File: src/hw/rtl/csc_pkg.sv
// Shared types and constants for the color sensor classifier.
package csc_pkg;

   localparam int CNT_W     = 16;
   localparam int REF_W     = 42;
   localparam int FIELD_W   = 14;
   localparam int QBITS     = 14;
   localparam int REM_BITS  = 30;
   localparam int NUM_REFS  = 6;
   localparam int NUM_CH    = 3;
   localparam int NUM_LANES = 6;
   localparam int NORM_W    = 8;
   localparam int SQ_W      = 28;
   localparam int DIST_W    = 30;
   localparam int EN_W      = 7;
   localparam int CSR_DATA_W = 64;
   localparam int CSR_ADDR_W = 6;

   localparam logic [FIELD_W-1:0] RATIO_MAX   = 14'h3FFF;
   localparam logic [FIELD_W-1:0] RATIO_SCALE = 14'd10000;
   localparam logic [NORM_W-1:0]  NORM_MAX    = 8'd255;
   localparam logic [NORM_W-1:0]  NORM_SCALE  = 8'd255;
   localparam logic [DIST_W-1:0]  DIST_LIMIT  = 30'd600000;
   localparam logic [CNT_W-1:0]   MIN_CLEAR   = 16'd20;
   localparam logic [CNT_W-1:0]   BLACK_CLEAR = 16'd120;
   localparam logic [CNT_W-1:0]   WHITE_CLEAR = 16'd200;

   localparam logic [FIELD_W-1:0] WHITE_TOL    = 14'd700;
   localparam logic [FIELD_W-1:0] YELLOW_TOL   = 14'd1200;
   localparam logic [FIELD_W-1:0] YELLOW_B_TOL = 14'd800;
   localparam logic [FIELD_W:0]   YELLOW_RG    = 15'd600;
   localparam logic [FIELD_W:0]   RED_REF_TOL  = 15'd800;
   localparam logic [FIELD_W:0]   RED_MARGIN   = 15'd1500;
   localparam logic [FIELD_W:0]   BLUE_REF_TOL = 15'd800;
   localparam logic [FIELD_W:0]   BLUE_R_MARGIN = 15'd1200;
   localparam logic [FIELD_W:0]   BLUE_G_MARGIN = 15'd1000;
   localparam logic [FIELD_W:0]   GREEN_REF_TOL = 15'd1000;
   localparam logic [FIELD_W:0]   GREEN_R_MARGIN = 15'd1000;
   localparam logic [FIELD_W:0]   GREEN_B_MARGIN = 15'd800;

   // reference / enable bit indexes
   localparam int REF_RED    = 0;
   localparam int REF_GREEN  = 1;
   localparam int REF_BLUE   = 2;
   localparam int REF_YELLOW = 3;
   localparam int REF_WHITE  = 4;
   localparam int REF_BLACK  = 5;
   localparam int EN_CLASSIFY = 6;

   localparam int CH_R = 0;
   localparam int CH_G = 1;
   localparam int CH_B = 2;

   localparam logic [2:0] REG_CLASS_ENABLE = 3'd6;

   typedef enum logic [2:0] {
      CLS_UNKNOWN = 3'd0,
      CLS_RED     = 3'd1,
      CLS_GREEN   = 3'd2,
      CLS_BLUE    = 3'd3,
      CLS_YELLOW  = 3'd4,
      CLS_WHITE   = 3'd5,
      CLS_BLACK   = 3'd6
   } csc_class_type;

   // lanes 0-2: ratios r, g, b; lanes 3-5: normalized r, g, b
   typedef struct packed {
      logic [CNT_W-1:0]                   clear;
      logic [NUM_LANES-1:0][REM_BITS-1:0] rem;
      logic [NUM_LANES-1:0][QBITS-1:0]    quo;
      logic [NUM_LANES-1:0]               sat;
   } csc_div_type;

   typedef struct packed {
      logic [NUM_REFS-1:0][REF_W-1:0] refs;
      logic [EN_W-1:0]                enable;
   } csc_cfg_type;

endpackage

File: src/hw/rtl/csc_div_cell.sv
// One restoring-division cell: resolves one quotient bit in all six lanes.
module csc_div_cell import csc_pkg::*; #(
   parameter int BIT = 0
) (
   input  logic        clock,
   input  logic        reset,
   input  logic        in_valid,
   output logic        in_ready,
   input  csc_div_type in_data,
   output logic        out_valid,
   input  logic        out_ready,
   output csc_div_type out_data
);

   logic        valid_ff;
   csc_div_type data_ff;
   csc_div_type data_in;
   logic [REM_BITS-1:0] dsh;

   assign dsh = REM_BITS'(in_data.clear) << BIT;

   always_comb begin
      data_in = in_data;
      for (int l = 0; l < NUM_LANES; l++) begin
         if (in_data.rem[l] >= dsh) begin
            data_in.rem[l]      = in_data.rem[l] - dsh;
            data_in.quo[l][BIT] = 1'b1;
         end
      end
   end

   assign in_ready  = !valid_ff || out_ready;
   assign out_valid = valid_ff;
   assign out_data  = data_ff;

   always_ff @(posedge clock) begin
      if (reset) begin
         valid_ff <= 1'b0;
      end else if (in_ready) begin
         valid_ff <= in_valid;
      end
      if (in_ready && in_valid) begin
         data_ff <= data_in;
      end
   end

endmodule

File: config.mk
export PLATFORM = sky130hd
export DESIGN_NAME = csc_div_cell
export DESIGN_NICKNAME = d
export VERILOG_FILES = /design/src/hw/rtl/csc_pkg.sv /design/src/hw/rtl/csc_div_cell.sv
export SDC_FILE = /design/constraint.sdc
export NUM_CORES = 1
export LEC_CHECK = 0
export BUFFER_PORTS_ARGS = -buffer_cell sky130_fd_sc_hd__clkbuf_2
export CAP_MARGIN = 20
export CORE_AREA = 2 2 225 227
export CTS_BUF_LIST = sky130_fd_sc_hd__clkbuf_4
export DETAILED_ROUTE_END_ITERATION = 12
export DIE_AREA = 0 0 227 229
export PLACE_DENSITY = 0.68
export SLEW_MARGIN = 20
export SYNTH_ARGS = -nofsm -noshare
export SYNTH_HDL_FRONTEND = slang
export SYNTH_SLANG_ARGS = --single-unit
File: constraint.sdc
create_clock -name clock -period 21.3 [get_ports clock]
set_input_delay 4.26 -clock clock [delete_from_list [all_inputs] [get_ports clock]]
set_output_delay 4.26 -clock clock [all_outputs]
set_load 0.02 [all_outputs]
==> impl_table.tex, run 1 <==
\begin{tabular}{lr}
\hline
Metric & Value \\
\hline
\multicolumn{2}{l}{\textbf{STA}} \\
\quad Final critical path time including I/O delays and setup & 8930 ps \\
\quad Final setup violation count & 0 \\
\quad Worst relative slew slack & 0.286 \\
\quad Final Hold Vio Count & 0 \\
\quad Period Utilization, post-route & 0.419 \\
\quad Pins Over Slew Limit & 0 \\
\quad Slew at the pin closest to its max-slew limit & 1070 ps \\
\quad Setup Total Neg Slack & 0 ps \\
\quad Worst Skew & 54.2 ps \\
\quad Fmax & 112 MHz \\
\quad RSZ-0062 raised after global routing & false \\
\multicolumn{2}{l}{\textbf{GRT}} \\
\quad Pin count of the biggest net entering global routing & 180 \\
\quad Via count of the first global-routing pass & 14100 \\
\quad Global-route wire length before repair & 83.2 mm \\
\quad Number of antenna violations at the first check in global routing & 12 \\
\quad Grt total ovfl & 0 \\
\quad All-Layer GR Usage & 0.212 \\
\multicolumn{2}{l}{\textbf{Yosys}} \\
\quad Number of flops mapped to enable cells by yosys & 286 \\
\quad Syn Nets & 1829 \\
\quad Count of unique library cells instantiated by Yosys & 67 \\
\quad Portion of the post-synthesis area used by sequential elements & 0.531 \\
\quad FFs w/ async S/R, synth & 0 \\
\quad Area of the mapped netlist & 0.0162 mm² \\
\quad Number of warnings printed during yosys synthesis & 0 \\
\quad Primary flip-flop cell chosen by synthesis mapping & sky130\_fd\_sc\_hd\_\_edfxtp\_1 \\
\quad Post-Syn Area per Cell & 11.3 µm² \\
\quad Flop and latch count out of synthesis & 287 \\
\quad Syn Inst Count & 1437 \\
\multicolumn{2}{l}{\textbf{Route}} \\
\quad DR pass1 iterations & 8 \\
\quad Post-route DRC violation count & 0 \\
\quad First-iteration detailed-routing DRC count & 840 \\
\quad Average detailed-routed wire length per instance & 20.2 µm \\
\quad Via total after detailed routing & 14300 \\
\quad Vias/cell & 5.08 \\
\quad Detailed Route WL & 56.9 mm \\
\quad Number of nets still failing antenna checks after routing & 0 \\
\multicolumn{2}{l}{\textbf{Worst setup path}} \\
\quad Largest stage delay, worst path & 170 ps \\
\quad Critical-path cell list & clkbuf\_2 > nand2b\_1 > clkbuf\_2 \\
\quad Kind of end point of the critical path & primary output \\
\quad CP Data Required Time & 17040 ps \\
\quad CP most frequent cell & sky130\_fd\_sc\_hd\_\_clkbuf\_2 \\
\quad Slowest cell on the critical path & sky130\_fd\_sc\_hd\_\_clkbuf\_2 \\
\quad Sum of buffers and inverters on the critical path & 2 \\
\quad Startpoint type of the worst setup path & primary input \\
\quad Arrival time at the worst endpoint & 4670 ps \\
\quad Family of cells with the greatest summed delay on the critical path & buffers and inverters \\
\quad CP Max Fanout & 3 \\
\quad Category of the most critical setup path & in -> out \\
\multicolumn{2}{l}{\textbf{Die}} \\
\quad Area of the core region & 0.0497 mm² \\
\quad Effective utilization at floorplan & 0.326 \\
\quad Vertical die dimension & 229 µm \\
\quad Die Outline Area & 0.0520 mm² \\
\quad Row count & 82 \\
\quad Total I/O pin count & 578 \\
\quad X dimension of the die & 227 µm \\
\multicolumn{2}{l}{\textbf{Finish}} \\
\quad Storage element area & 0.00861 mm² \\
\quad Area overhead of the layout relative to synthesis & 29.3\% \\
\quad Fraction of layout instances using a drive strength above 1 & 0.350 \\
\quad Leading cell types in the layout, fill and taps excluded & 577 x sky130\_fd\_sc\_hd\_\_clkbuf\_2, 286 x sky130\_fd\_sc\_hd\_\_edfxtp\_1, 134 x sky130\_fd\_sc\_hd\_\_nand2\_1 \\
\quad Area occupied by multi-input gates & 0.00735 mm² \\
\quad Number of nets in the final layout & 2472 \\
\quad Core occupancy in the finished layout & 0.422 \\
\quad Leading cell type in the layout, fill and taps excluded & sky130\_fd\_sc\_hd\_\_clkbuf\_2 \\
\quad Final-layout fill cell count & 4870 \\
\multicolumn{2}{l}{\textbf{Power and ir drop}} \\
\quad Highest ir drop seen on vdd & 0.0000401 V \\
\quad Cell internal power dissipation & 1080 µW \\
\quad Sw Share & 0.318 \\
\quad Net switching power & 506 µW \\
\quad Combinational cell fraction of total power & 0.230 \\
\quad Proportion of power drawn by flip-flops and latches & 0.441 \\
\quad Clock group share of total power & 0.329 \\
\quad Overall power consumption & 1590 µW \\
\quad Cell Pwr Density & 75.9 mW/mm² \\
\quad Static Leakage & 0.00882 µW \\
\multicolumn{2}{l}{\textbf{Place}} \\
\quad Final RePlAce weighted congestion & 0.876 \\
\quad Number of I/O port buffers & 577 \\
\quad Detailed Place HPWL & 43.2 mm \\
\multicolumn{2}{l}{\textbf{CTS}} \\
\quad Maximum number of buffers from clock root to sink & 3 \\
\quad \# resized after CTS & 0 \\
\quad Level count of the clock H-tree & 3 \\
\quad Clock-pin slew reported for the worst setup and hold paths after clock tree synthesis & 60 ps \\
\quad Master cell of the clock root buffer & sky130\_fd\_sc\_hd\_\_clkbuf\_4 \\
\quad CTS sink cnt & 287 \\
\quad Number of buffers inserted for hold repair after clock tree synthesis & 0 \\
\quad Number of setup buffers added after CTS & 0 \\
\quad CTS Buf Count & 84 \\
\quad CTS tree & yes \\
\quad Clock insertion delay at the later pin of the skew report & 810 ps \\
\multicolumn{2}{l}{\textbf{Status}} \\
\quad Result of the run & finished clean \\
\multicolumn{2}{l}{\textbf{Hold path}} \\
\quad Path class of the lowest-slack min-delay path & reg -> reg \\
\multicolumn{2}{l}{\textbf{Flow run}} \\
\quad Max Cap Viol & 0 \\
\hline
\end{tabular}
==> power groups by stage <==
stage | Sequential, µW | Clock (µW) | Combinational, µW
floorplan | 779 | 0 | 163
global placement | 712 | 0 | 360
detailed placement | 712 | 0 | 364
CTS | 701 | 545 | 367
global route | 705 | 570 | 399
finish | 701 | 523 | 366
==> worst min-delay path: cells and delay by family, from the launching register on <==
| kind | cells | cell delay (ps) |
|---|---|---|
| flip-flops | 1 | 310 |
| AND/OR/NAND/NOR | 1 | 110 |
| AO/OA/AOI/OAI | 1 | 80 |
==> cell usage after synthesis, types with 4 or more instances <==
cell / n / share of area
sky130_fd_sc_hd__edfxtp_1: 286 / 0.53
sky130_fd_sc_hd__nand2_1: 134 / 0.031
sky130_fd_sc_hd__o21ai_0: 114 / 0.035
sky130_fd_sc_hd__a21oi_1: 100 / 0.031
sky130_fd_sc_hd__ha_1: 96 / 0.074
sky130_fd_sc_hd__nor2_1: 85 / 0.020
sky130_fd_sc_hd__xor2_1: 78 / 0.042
sky130_fd_sc_hd__xnor2_1: 75 / 0.041
sky130_fd_sc_hd__nor3_1: 63 / 0.019
sky130_fd_sc_hd__inv_1: 41 / 0.0095
sky130_fd_sc_hd__a21o_1: 27 / 0.013
sky130_fd_sc_hd__nand3_1: 24 / 0.0074
sky130_fd_sc_hd__nand2b_1: 22 / 0.0085
sky130_fd_sc_hd__clkbuf_1: 20 / 0.0046
sky130_fd_sc_hd__a211oi_1: 19 / 0.0088
sky130_fd_sc_hd__o21a_1: 18 / 0.0083
sky130_fd_sc_hd__or4_1: 18 / 0.0083
sky130_fd_sc_hd__nor2b_1: 17 / 0.0066
sky130_fd_sc_hd__nand4_1: 16 / 0.0062
sky130_fd_sc_hd__nor4_1: 14 / 0.0054
sky130_fd_sc_hd__mux2_2: 13 / 0.0090
sky130_fd_sc_hd__o21bai_1: 12 / 0.0056
sky130_fd_sc_hd__or3_1: 11 / 0.0042
sky130_fd_sc_hd__o31ai_1: 9 / 0.0042
sky130_fd_sc_hd__nand4b_1: 8 / 0.0043
sky130_fd_sc_hd__nor3b_1: 8 / 0.0037
sky130_fd_sc_hd__o31a_1: 7 / 0.0038
sky130_fd_sc_hd__or2_2: 7 / 0.0027
sky130_fd_sc_hd__a31oi_1: 6 / 0.0023
sky130_fd_sc_hd__and4_1: 6 / 0.0032
sky130_fd_sc_hd__fa_1: 6 / 0.0074
sky130_fd_sc_hd__and2_1: 5 / 0.0019
sky130_fd_sc_hd__and3_1: 5 / 0.0019
sky130_fd_sc_hd__buf_2: 5 / 0.0015
sky130_fd_sc_hd__o211ai_1: 5 / 0.0023
sky130_fd_sc_hd__mux2i_1: 4 / 0.0025
==> cell families after synthesis <==
group,after synthesis,share of synthesized area
AND/OR/NAND/NOR,455,0.141
AO/OA/AOI/OAI,352,0.133
flip-flops,287,0.531
XOR/XNOR,153,0.0827
adder cells (fa/ha/maj),102,0.0815
buffers and inverters,68,0.0164
multiplexers,20,0.0136
==> through the flow <==
step                      setup WS (ps)  hold slack, ps  cell area (µm²)  std cells
after global routing              12330             599            21000       2819
after global placement            12370             508            19900       2666
after floorplan                    9570             729            16200       1437
after CTS                         12380             538            20900       2812
after detailed placement          12380             527            19900       2666
final                             12370             543            21000       2819
==> path summary, 6_finish.rpt <==
check	startpoint	endpoint	slack (ps)	depth (start not counted)
min	out_valid	out_valid	540	2
min reg2reg	out_valid	out_valid	540	2
max	out_ready	in_ready	12370	3
max reg2reg	out_valid	out_data[48]	18910	3
==> routing by layer <==
metal / GRT usage / routed length [µm] / vias to the layer above
li1: - / - / 6797
met4: 0.0766 / 1730 / 14
met1: 0.237 / 21600 / 6775
met2: 0.371 / 28400 / 610
met3: 0.0733 / 5100 / 113
met5: 0 / 98 / -
==> sequential cells by signal, summed over array words and instances, names as in the netlist <==
signal,cells
out_valid,1
out_data,286
==> layout make-up <==
class / count / share of cell area
repair buffers: 584 / 0.141
well taps: 672 / 0.0401
multi-input cells: 1082 / 0.350
inverters: 41 / 0.00734
clock inverters: 22 / 0.00525
flip-flops and latches: 287 / 0.411
clock buffers: 124 / 0.0444
diodes: 7 / 0.000836
(Power assumes the default switching activity.)
==> run 2, diff against run 1 <==
--- a/config.mk
+++ b/config.mk
@@ -5,13 +5,14 @@
 export SDC_FILE = /design/constraint.sdc
 export NUM_CORES = 1
 export LEC_CHECK = 0
+export ABC_AREA = 1
 export BUFFER_PORTS_ARGS = -buffer_cell sky130_fd_sc_hd__clkbuf_2
 export CAP_MARGIN = 20
-export CORE_AREA = 2 2 225 227
+export CORE_AREA = 2 2 228 230
 export CTS_BUF_LIST = sky130_fd_sc_hd__clkbuf_4
 export DETAILED_ROUTE_END_ITERATION = 12
-export DIE_AREA = 0 0 227 229
-export PLACE_DENSITY = 0.68
+export DIE_AREA = 0 0 230 232
+export PLACE_DENSITY = 0.79
 export SLEW_MARGIN = 20
 export SYNTH_ARGS = -nofsm -noshare
 export SYNTH_HDL_FRONTEND = slang
==> constraint.sdc (replaced) <==
create_clock -name clock -period 7.9 [get_ports clock]
set_input_delay 1.58 -clock clock [delete_from_list [all_inputs] [get_ports clock]]
set_output_delay 1.58 -clock clock [all_outputs]
set_load 0.02 [all_outputs]
==> run 2 against run 1 <==
Compared with the run above: flip-flop and latch count unchanged; synthesized area increased by 30%; synthesized cell count increased by 99%; final cell count increased by 51%; routed wire length increased by 38%; largest power group unchanged; global-route usage increased by 7.3 points; clock power increased to 2.5 times the previous value; critical endpoint is now out_data[258]; highest routed layer unchanged; die area increased by 2.6%; non-clock buffer count decreased by 4; register-to-register slack got worse by 14000 ps; combinational power increased to 3.4 times the previous value; utilization increased by 8.0 points.
==> impl_table.tex, run 2 <==
\begin{tabular}{lr}
\hline
Metric & Value \\
\hline
\multicolumn{2}{l}{\textbf{Finish}} \\
\quad Final-layout fill cell count & 5091 (+4.5\%) \\
\quad Storage element area & 0.00861 mm² (unchanged) \\
\quad Core occupancy in the finished layout & 0.502 (+0.0796) \\
\quad Leading cell types in the layout, fill and taps excluded & 1090 x sky130\_fd\_sc\_hd\_\_nand2\_1, 577 x sky130\_fd\_sc\_hd\_\_clkbuf\_2, 490 x sky130\_fd\_sc\_hd\_\_inv\_1 \\
\quad Cell area after layout & 0.0255 mm² (+22\%) \\
\quad Fraction of layout instances using a drive strength above 1 & 0.244 (-0.106) \\
\quad Number of nets in the final layout & 3890 (+57\%) \\
\quad Area overhead of the layout relative to synthesis & 21.4\% \\
\quad Area occupied by multi-input gates & 0.0103 mm² (+40\%) \\
\quad Max reg flops & 286 (unchanged) \\
\quad Leading cell type in the layout, fill and taps excluded & sky130\_fd\_sc\_hd\_\_nand2\_1 \\
\multicolumn{2}{l}{\textbf{Die}} \\
\quad Total I/O pin count & 578 (unchanged) \\
\quad Vertical die dimension & 232 µm (+1.3\%) \\
\quad Die Outline Area & 0.0534 mm² (+2.6\%) \\
\quad X dimension of the die & 230 µm (+1.3\%) \\
\quad Effective utilization at floorplan & 0.413 (+0.0868) \\
\quad Area of the core region & 0.0509 mm² (+2.5\%) \\
\quad Row count & 83 (+1.2\%) \\
\multicolumn{2}{l}{\textbf{Power and ir drop}} \\
\quad Cell Pwr Density & 175 mW/mm² (+130\%) \\
\quad Overall power consumption & 4460 µW (+180\%) \\
\quad Static Leakage & 0.0132 µW (+49\%) \\
\quad Highest ir drop seen on vdd & 0.000150 V (+270\%) \\
\multicolumn{2}{l}{\textbf{Place}} \\
\quad Placed cell areas & 0.0246 mm² (+23\%) \\
\quad Setup Slack @ Placement & 3300 ps (-9080 ps) \\
\quad Final RePlAce weighted congestion & 1.04 (+18\%) \\
\quad Number of I/O port buffers & 577 (unchanged) \\
\quad Detailed Place HPWL & 63.5 mm (+47\%) \\
\multicolumn{2}{l}{\textbf{Route}} \\
\quad Via total after detailed routing & 21300 (+49\%) \\
\quad First-iteration detailed-routing DRC count & 1608 (+91\%) \\
\quad Post-route DRC violation count & 0 (unchanged) \\
\quad DR pass1 iterations & 6 (-2) \\
\quad Number of nets still failing antenna checks after routing & 0 (unchanged) \\
\quad Detailed Route WL & 78.4 mm (+38\%) \\
\quad Vias/cell & 5.02 (-1.1\%) \\
\quad Average detailed-routed wire length per instance & 18.5 µm (-8.6\%) \\
\multicolumn{2}{l}{\textbf{Worst setup path}} \\
\quad CP most frequent cell & sky130\_fd\_sc\_hd\_\_nand2\_1 \\
\quad Arrival time at the worst endpoint & 4280 ps (-390 ps) \\
\quad Kind of end point of the critical path & flip-flop \\
\quad Largest stage delay, worst path & 560 ps (+390 ps) \\
\quad Category of the most critical setup path & in -> reg \\
\quad Family of cells with the greatest summed delay on the critical path & buffers and inverters \\
\quad CP Max Fanout & 26 (+23) \\
\quad Sum of buffers and inverters on the critical path & 5 (+3) \\
\quad Critical-path cell list & clkbuf\_2 > inv\_1 > ha\_1 > nand2\_1 > inv\_1 > a21oi\_1 > nand2\_1 > inv\_1 > nand2\_1 > nand2\_1 > nand2\_2 > inv\_2 > a21oi\_2 \\
\quad Startpoint type of the worst setup path & primary input \\
\quad Slowest cell on the critical path & sky130\_fd\_sc\_hd\_\_inv\_2 \\
\quad CP Data Required Time & 8440 ps (-8600 ps) \\
\multicolumn{2}{l}{\textbf{STA}} \\
\quad Final Hold Vio Count & 0 (unchanged) \\
\quad Period Utilization, post-route & 0.473 \\
\quad Setup Total Neg Slack & 0 ps (unchanged) \\
\quad Worst relative slew slack & 0.240 (-0.0464) \\
\quad Fmax & 267 MHz \\
\quad Final setup violation count & 0 (unchanged) \\
\quad Worst Skew & 51.5 ps (-2.69 ps) \\
\quad Final critical path time including I/O delays and setup & 3740 ps \\
\quad RSZ-0062 raised after global routing & false \\
\quad Setup slack after layout & 4160 ps (-8210 ps) \\
\quad Slew at the pin closest to its max-slew limit & 1140 ps (+69.6 ps) \\
\quad Pins Over Slew Limit & 0 (unchanged) \\
\multicolumn{2}{l}{\textbf{GRT}} \\
\quad Via count of the first global-routing pass & 20200 (+44\%) \\
\quad Global-route wire length before repair & 115 mm (+38\%) \\
\quad Met2 Resource Use GR & 0.472 (+0.100) \\
\quad All-Layer GR Usage & 0.286 (+0.0733) \\
\quad Grt total ovfl & 0 (unchanged) \\
\quad Global-route met3 utilization & 0.0700 (-0.00326) \\
\quad Number of antenna violations at the first check in global routing & 10 (-2) \\
\quad Met1 capacity usage during global routing & 0.357 (+0.120) \\
\quad Pin count of the biggest net entering global routing & 173 (-3.9\%) \\
\quad Highest-utilization routing layer at the global route stage & met2 \\
\multicolumn{2}{l}{\textbf{CTS}} \\
\quad Master cell of the clock root buffer & sky130\_fd\_sc\_hd\_\_clkbuf\_4 \\
\quad CTS tree & yes \\
\quad Maximum number of buffers from clock root to sink & 3 (unchanged) \\
\quad \# resized after CTS & 0 (unchanged) \\
\quad CTS sink cnt & 287 (unchanged) \\
\quad Number of setup buffers added after CTS & 0 (unchanged) \\
\quad Level count of the clock H-tree & 3 (unchanged) \\
\quad CTS Buf Count & 81 (-3.6\%) \\
\quad Number of buffers inserted for hold repair after clock tree synthesis & 0 (unchanged) \\
\quad Clock insertion delay at the later pin of the skew report & 850 ps (+40 ps) \\
\quad Clock-pin slew reported for the worst setup and hold paths after clock tree synthesis & 70 ps (about the same) \\
\multicolumn{2}{l}{\textbf{Yosys}} \\
\quad Post-Syn Area per Cell & 7.35 µm² (-35\%) \\
\quad Yosys top cell area share & 0.409 (-0.121) \\
\quad Number of warnings printed during yosys synthesis & 0 (unchanged) \\
\quad Count of unique library cells instantiated by Yosys & 38 (-43\%) \\
\quad Leading cell types by total area after synthesis & sky130\_fd\_sc\_hd\_\_edfxtp\_1 41\%, sky130\_fd\_sc\_hd\_\_nand2\_1 19\%, sky130\_fd\_sc\_hd\_\_inv\_1 8.7\% \\
\quad FFs w/ async S/R, synth & 0 (unchanged) \\
\quad Primary flip-flop cell chosen by synthesis mapping & sky130\_fd\_sc\_hd\_\_edfxtp\_1 \\
\quad Flop and latch count out of synthesis & 287 (unchanged) \\
\quad Area of the mapped netlist & 0.0210 mm² (+30\%) \\
\quad Syn Nets & 3251 (+78\%) \\
\quad Syn Inst Count & 2859 (+99\%) \\
\quad Leading area contributor after synthesis & sky130\_fd\_sc\_hd\_\_edfxtp\_1 \\
\quad Number of flops mapped to enable cells by yosys & 286 (unchanged) \\
\quad Portion of the post-synthesis area used by sequential elements & 0.409 (-0.122) \\
\quad Count leader, synth & sky130\_fd\_sc\_hd\_\_nand2\_1 \\
\quad Leading post-synthesis cells by instance count & 1090 x sky130\_fd\_sc\_hd\_\_nand2\_1, 490 x sky130\_fd\_sc\_hd\_\_inv\_1, 286 x sky130\_fd\_sc\_hd\_\_edfxtp\_1 \\
\multicolumn{2}{l}{\textbf{Hold path}} \\
\quad Path class of the lowest-slack min-delay path & reg -> reg \\
\multicolumn{2}{l}{\textbf{Status}} \\
\quad Result of the run & finished clean \\
\multicolumn{2}{l}{\textbf{Flow run}} \\
\quad Max Cap Viol & 0 (unchanged) \\
\hline
\end{tabular}
==> run 2: cell types whose count changed after synthesis, sizes merged, moves of 70 or more <==
cell and change:
nor2 +172, xnor2 -70, inv +463, o21ai -85, nand2 +1006, nand3 +150
==> run 2: path summary, 6_finish.rpt <==
kind                              startpoint             to  slack (ps)  cells after the start
worst max register to register     out_valid  out_data[121]        5370                      3
worst min-delay path               out_valid      out_valid         570                      2
worst min register to register     out_valid      out_valid         570                      2
worst max-delay path            in_data[282]  out_data[258]        4160                     13
==> run 2: power breakdown <==
group          switching (µW)  internal (µW)  total, µW
Combinational             851            378       1230
Sequential               57.3           1850       1910
Clock                     698            626       1320
Total                    1610           2860       4460
==> run 2: kinds of logic (layout without fill, tap and decap cells) <==
kind of cell               Yosys count  in the layout  synth area share
adders and majority gates          102            102            0.0629
buffers and inverters              528           1225             0.102
DFF                                287            287             0.409
xor gates and xnor gates            80             80            0.0333
other                                0              9                 0
and+or+nand+nor                   1688           1688             0.337
AOI/OAI and AO/OA                  174            174            0.0552
==> run 2: metal layers <==
| metal | vias up | share of wire |
|---|---|---|
| met3 | 171 | 0.087 |
| met1 | 9789 | 0.41 |
| met2 | 969 | 0.46 |
| met5 | - | 0.00055 |
| li1 | 10400 | - |
| met4 | 8 | 0.043 |
==> run 2: layout make-up <==
type / count / area share
repair buffers: 580 / 0.114
diodes: 9 / 0.000882
flip-flops and latches: 287 / 0.337
clock inverters: 36 / 0.00647
clock buffers: 105 / 0.0309
well taps: 680 / 0.0333
inverters: 504 / 0.0743
multi-input cells: 2044 / 0.402
==> run 2: tightest hold or removal path, stage by stage, from the launching register on <==
cell and delay [ps]:
sky130_fd_sc_hd__dfxtp_1 360, sky130_fd_sc_hd__nand2_1 110, sky130_fd_sc_hd__a21oi_1 60
==> run 2: stage by stage <==
| step | instances | hold slack (ps) |
|---|---|---|
| floorplan | 2859 | 740 |
| detailed placement | 4095 | 553 |
| CTS | 4236 | 564 |
| global route | 4242 | 586 |
| finish | 4245 | 568 |
| global placement | 4095 | 545 |
